File: src/hw/rtl/tccw_pkg.sv
// ----------------------------------------------------------------------------
// tccw_pkg
// Shared constants, types and address helper for the text console writer.
// ----------------------------------------------------------------------------
package tccw_pkg;

    // screen geometry
    localparam int ROWS       = 25;
    localparam int COLS       = 80;
    localparam int TAB_STOP   = 4;
    localparam int CELL_COUNT = ROWS * COLS;
    localparam int ADDR_W     = $clog2(CELL_COUNT);
    localparam int PHASE_W    = (TAB_STOP > 1) ? $clog2(TAB_STOP) : 1;

    // field widths
    localparam int CMD_W  = 2;
    localparam int CHAR_W = 8;
    localparam int ROW_W  = 5;
    localparam int COL_W  = 7;
    localparam int CELL_W = 16;
    localparam int ATTR_W = 8;
    localparam int IN_W   = 24;
    localparam int OUT_W  = 32;
    localparam int APB_W  = 32;

    localparam logic [CELL_W-1:0] BLANK_WORD = 16'h0F20;
    localparam logic [ATTR_W-1:0] ATTR_RESET = 8'h0F;
    localparam logic [CHAR_W-1:0] CH_NEWLINE = 8'h0A;
    localparam logic [CHAR_W-1:0] CH_TAB     = 8'h09;
    localparam logic [CHAR_W-1:0] CH_SPACE   = 8'h20;
    localparam logic [CHAR_W-1:0] CH_LAST    = 8'h7E;

    // command codes
    localparam logic [CMD_W-1:0] CMD_PUT   = 2'd0;
    localparam logic [CMD_W-1:0] CMD_READ  = 2'd1;
    localparam logic [CMD_W-1:0] CMD_CLEAR = 2'd2;

    typedef enum logic [3:0] {
        S_INIT,
        S_IDLE,
        S_DISPATCH,
        S_SCROLL,
        S_PUT,
        S_TAB,
        S_READ,
        S_CLEAR,
        S_DONE
    } t_state;

    typedef struct packed {
        logic cap_in;
        logic scroll_start;
        logic clear_start;
        logic sweep_wr;
        logic put_write;
        logic newline;
        logic rd_capture;
        logic load_out;
    } t_dp_cmd;

    typedef struct packed {
        logic [CMD_W-1:0] cmd;
        logic             scroll_pending;
        logic             is_newline;
        logic             is_tab;
        logic             is_print;
        logic             rd_in_range;
        logic             last_cell;
        logic             last_col;
        logic             tab_last;
    } t_dp_status;

    // store address of displayed row drow, column col (ring of rows)
    function automatic logic [ADDR_W-1:0] cell_addr(
        input logic [ROW_W-1:0] top,
        input logic [ROW_W-1:0] drow,
        input logic [COL_W-1:0] col
    );
        logic [ROW_W:0] sum;
        logic [ROW_W:0] srow;
        sum = {1'b0, top} + {1'b0, drow};
        if (sum >= (ROW_W+1)'(ROWS)) begin
            srow = sum - (ROW_W+1)'(ROWS);
        end else begin
            srow = sum;
        end
        return ADDR_W'(srow) * ADDR_W'(COLS) + ADDR_W'(col);
    endfunction

endpackage

File: src/hw/rtl/tccw_ctrl.sv
// ----------------------------------------------------------------------------
// tccw_ctrl
// Sequencer: walks each command through decode, writes, sweeps and result.
// ----------------------------------------------------------------------------
module tccw_ctrl (
    input  logic                 i_clk,
    input  logic                 i_rst_n,
    input  logic                 i_s_tvalid,
    output logic                 o_s_tready,
    output logic                 o_m_tvalid,
    input  logic                 i_m_tready,
    input  tccw_pkg::t_dp_status i_status,
    output tccw_pkg::t_dp_cmd    o_cmd
);

    tccw_pkg::t_state r_state;
    tccw_pkg::t_state n_state;
    logic             r_out_valid;
    logic             n_out_valid;
    logic             slot_free;

    assign slot_free = !r_out_valid || i_m_tready;

    // next state
    always_comb begin
        n_state = r_state;
        case (r_state)
            tccw_pkg::S_INIT: begin
                if (i_status.last_cell) n_state = tccw_pkg::S_IDLE;
            end
            tccw_pkg::S_IDLE: begin
                if (i_s_tvalid) n_state = tccw_pkg::S_DISPATCH;
            end
            tccw_pkg::S_DISPATCH: begin
                case (i_status.cmd)
                    tccw_pkg::CMD_PUT: begin
                        n_state = i_status.scroll_pending ? tccw_pkg::S_SCROLL
                                                          : tccw_pkg::S_PUT;
                    end
                    tccw_pkg::CMD_READ: begin
                        n_state = i_status.rd_in_range ? tccw_pkg::S_READ
                                                       : tccw_pkg::S_DONE;
                    end
                    tccw_pkg::CMD_CLEAR: n_state = tccw_pkg::S_CLEAR;
                    default:             n_state = tccw_pkg::S_DONE;
                endcase
            end
            tccw_pkg::S_SCROLL: begin
                if (i_status.last_col) n_state = tccw_pkg::S_PUT;
            end
            tccw_pkg::S_PUT: begin
                n_state = i_status.is_tab ? tccw_pkg::S_TAB : tccw_pkg::S_DONE;
            end
            tccw_pkg::S_TAB: begin
                if (i_status.tab_last) n_state = tccw_pkg::S_DONE;
            end
            tccw_pkg::S_READ: n_state = tccw_pkg::S_DONE;
            tccw_pkg::S_CLEAR: begin
                if (i_status.last_cell) n_state = tccw_pkg::S_DONE;
            end
            tccw_pkg::S_DONE: begin
                if (slot_free) n_state = tccw_pkg::S_IDLE;
            end
            default: n_state = tccw_pkg::S_IDLE;
        endcase
    end

    // datapath commands
    always_comb begin
        o_cmd      = '0;
        o_s_tready = 1'b0;
        case (r_state)
            tccw_pkg::S_INIT: o_cmd.sweep_wr = 1'b1;
            tccw_pkg::S_IDLE: begin
                o_s_tready   = 1'b1;
                o_cmd.cap_in = i_s_tvalid;
            end
            tccw_pkg::S_DISPATCH: begin
                o_cmd.scroll_start = (i_status.cmd == tccw_pkg::CMD_PUT)
                                     && i_status.scroll_pending;
                o_cmd.clear_start  = (i_status.cmd == tccw_pkg::CMD_CLEAR);
            end
            tccw_pkg::S_SCROLL: o_cmd.sweep_wr = 1'b1;
            tccw_pkg::S_PUT: begin
                o_cmd.newline   = i_status.is_newline;
                o_cmd.put_write = i_status.is_print;
            end
            tccw_pkg::S_TAB:   o_cmd.put_write  = 1'b1;
            tccw_pkg::S_READ:  o_cmd.rd_capture = 1'b1;
            tccw_pkg::S_CLEAR: o_cmd.sweep_wr   = 1'b1;
            tccw_pkg::S_DONE:  o_cmd.load_out   = slot_free;
            default: o_cmd = '0;
        endcase
    end

    always_comb begin
        n_out_valid = r_out_valid;
        if (o_cmd.load_out) begin
            n_out_valid = 1'b1;
        end else if (i_m_tready) begin
            n_out_valid = 1'b0;
        end
    end

    always_ff @(posedge i_clk) begin
        if (!i_rst_n) begin
            r_state     <= tccw_pkg::S_INIT;
            r_out_valid <= 1'b0;
        end else begin
            r_state     <= n_state;
            r_out_valid <= n_out_valid;
        end
    end

    assign o_m_tvalid = r_out_valid;

endmodule

File: config.mk
export PLATFORM = sky130hd
export DESIGN_NAME = tccw_ctrl
export DESIGN_NICKNAME = d
export VERILOG_FILES = /design/src/hw/rtl/tccw_pkg.sv /design/src/hw/rtl/tccw_ctrl.sv
export SDC_FILE = /design/constraint.sdc
export NUM_CORES = 1
export LEC_CHECK = 0
export BUFFER_PORTS_ARGS = -buffer_cell sky130_fd_sc_hd__buf_2
export CAP_MARGIN = 20
export CELL_PAD_IN_SITES_DETAIL_PLACEMENT = 1
export CELL_PAD_IN_SITES_GLOBAL_PLACEMENT = 2
export CORE_MARGIN = 4
export CORE_UTILIZATION = 23
export DETAILED_ROUTE_END_ITERATION = 12
export GPL_TIMING_DRIVEN = 0
export PLACE_DENSITY = 0.78
export SLEW_MARGIN = 20
export SYNTH_ARGS = -nofsm -noshare
export SYNTH_HDL_FRONTEND = slang
export SYNTH_SLANG_ARGS = --single-unit
export TNS_END_PERCENT = 10
File: constraint.sdc
create_clock -name i_clk -period 1.7 [get_ports i_clk]
set_input_delay 0.085 -clock i_clk [delete_from_list [all_inputs] [get_ports i_clk]]
set_output_delay 0.085 -clock i_clk [all_outputs]
set_load 0.01 [all_outputs]
==> flow_summary_export.csv <==
group,metric,value,unit
layout,drive_above_1_share,38.3,%
global_route,grt_overflow,0,
sta,period_needed,1530,ps
clocking,clk_pin_slew,50,ps
clocking,clkSinkCount,5,
setup_path,crit_path_max_fanout,10,
power,power_leakage,0.328,nW
sta,period_share,89.7,%
clocking,cts_buffers,3,
setup_path,critPathSlowestCell,"dfxtp_1",
synthesis,yosysWarnings,0,
setup_path,r2r_start,"r_state[3]$_SDFFE_PN0P_",
hold_path,worstHoldStart,"i_rst_n",
global_route,grt_pass1_wl,2.46,mm
sta,worst_slew_pin_slew,441,ps
global_route,grt_max_degree,11,
hold_path,holdPathStages,2,
route,drc,0,
route,wl_met3,63,um
setup_path,ff2ff_setup_slack,280,ps
layout,antenna_cells,0,
clocking,cts_tree,"yes",
layout,fill_cells,278,
clocking,cts-hold-fix-buffers,0,
setup_path,critical_path.startpoint_type,"flop",
placed_design,pre_cts_ws,275,ps
hold_path,hp-class,"in -> reg",
clocking,cts-resized-gates,0,
clocking,postCtsSetupRepairBufs,0,
floorplanning,dieHeight,55.2,um
power,power.total,564,uW
clocking,clock_path_buffers,2,
layout,syn_to_final_growth,34.2,%
route,drt-initial-drc-count,6,
setup_path,slowest_delay,330,ps
hold_path,min_to,"r_state[1]$_SDFFE_PN0P_",
synthesis,synth-edff-count,0,
route,first_pass_iters,4,
sta,finalHoldViolCount,0,
sta,drv_slew,0,
synthesis,async_flop_share,0,%
layout,final_core_util,33.6,%
synthesis,avgSynthCellArea,7.64,um^2
clocking,cts_max_level,1,
floorplanning,fp.dieW,55.2,um
sta,setup_violations,0,
floorplanning,die_area,3040,um^2
floorplanning,pin_count,24,
synthesis,yosysSeqAreaShare,19.6,%
placed_design,place_congestion,0.741,
synthesis,yosys_most_used_dff,"dfxtp_1",
route,finalWirelength,1.47,mm
global_route,antenna_found_initial,0,
layout,layout_common_cells,"24 x buf_2, 7 x nor2_1, 5 x nand2b_1, 5 x dfxtp_1",
route,ant_nets,0,
synthesis,ys_ff_latch,5,
layout,layout_commonest_cell,"buf_2",
sta,fin_setup_tns,0,ps
sta,rsz0062_at_grt,"false",
placed_design,hpwl,1.25,mm
clocking,cts_root_buf,"clkbuf_4",
power,power_density,821,nW/um^2
route,wl_met1,712,um
setup_path,cp.arrival,1440,ps
route,dr_wl_met2,696,um
synthesis,synthesis.area,512,um^2
synthesis,synth_cell_types,32,
route,avgViaCountPerCell,4.75,
sta,layout_setup_ws,175,ps
setup_path,worst_setup_path_end_kind,"output pin",
layout,layout.nets,109,
outcome,status,"finished, final reports clean",
placed_design,portBuffers,23,
sta,fmax,656,MHz
global_route,grt_use_total,10.8,%
route,top_layer_used,"met3",
route,vias,575,
sta,fin_hold_ws,99.2,ps
synthesis,synthCells,67,
power,vdd_drop_max,0.000522,V
route,avgRoutedWirePerCell,12.2,um
run,max_cap_viol_count,0,
setup_path,rr_worst_depth,5,
setup_path,r2r-end,"r_state[0]$_SDFFE_PN0P_",
setup_path,crit_chain,"buf_4, nand2b_1, nor4_2, and3b_1, buf_2",
floorplanning,core,2040,um^2
clocking,clk-insertion-delay-late,240,ps
setup_path,worst_ep_required_time,1620,ps
floorplanning,start_util,25.1,%
setup_path,critPathKind,"reg -> out",
sta,clock_skew,2.41,ps
synthesis,syn_nets,81,
global_route,grt_pass1_vias,571,
floorplanning,rows,16,
sta,slew_headroom,69.9,%
==> routing by layer <==
| metal | global-route usage [%] | up-vias |
|---|---|---|
| met1 | 14.4 | 265 |
| met2 | 18.7 | 11 |
| li1 | - | 299 |
| met3 | 1.07 | 0 |
| met5 | 0 | - |
| met4 | 2.43 | 0 |
==> worst max-delay path by stage <==
stage	start	endpoint	slack, ps	cells past startpoint
after floorplan	r_state[3]$_SDFFE_PN0P_	r_state[1]$_SDFFE_PN0P_	440	5
after global placement	r_state[3]$_SDFFE_PN0P_	r_state[0]$_SDFFE_PN0P_	290	5
after detailed placement	r_state[3]$_SDFFE_PN0P_	r_state[0]$_SDFFE_PN0P_	280	5
after CTS	r_state[0]$_SDFFE_PN0P_	o_cmd[6]	160	5
after global routing	r_state[0]$_SDFFE_PN0P_	o_cmd[6]	60	5
final	r_state[0]$_SDFFE_PN0P_	o_cmd[6]	170	5
==> cells in the mapped netlist, drive strengths merged, types with 3 or more instances <==
library cell	number	area, um^2
a31oi	3	18.8
buf	5	35.0
a21oi	4	20.0
inv	4	15.0
nor2	7	26.3
nand2b	6	45.0
nor3	3	20.0
and3	4	25.0
dfxtp	5	100
==> sequential cells by signal (all words and copies together), names as in the netlist <==
register / flops
o_m_tvalid: 1
r_state: 4
==> worst max-delay path, delay by kind of cell, from the launching register on <==
family | cells | cell delay (ps)
buf+inv | 2 | 300
flops | 1 | 330
simple gates | 3 | 570
==> metrics by stage <==
step / std cells / instance area [um^2]
2_1_floorplan: 67 / 512
3_3_place_gp: 117 / 661
3_5_place_dp: 117 / 661
4_1_cts: 121 / 687
5_1_grt: 121 / 687
6_report: 121 / 687
==> power breakdown <==
group | total [mW] | internal (mW) | switching (mW)
Sequential | 0.143 | 0.132 | 0.0109
Clock | 0.137 | 0.0887 | 0.0485
Combinational | 0.284 | 0.124 | 0.160
Total | 0.564 | 0.344 | 0.220
==> layout make-up <==
| type | instances | area (um^2) | share of cell area [%] |
|---|---|---|---|
| multi-input cells | 53 | 362 | 52.6 |
| repair buffers | 23 | 115 | 16.8 |
| flip-flops and latches | 5 | 100 | 14.6 |
| plain buffers | 5 | 35.0 | 5.10 |
| well taps | 27 | 33.8 | 4.92 |
| clock buffers | 4 | 26.3 | 3.83 |
| inverters | 4 | 15.0 | 2.19 |
==> logic make-up after synthesis <==
logic type	share of synthesized area, %
mux	3.91
buf+inv	9.78
simple gates	39.9
compound gates	26.9
flops	19.6
Note: power is estimated with default switching activity, not from simulation.
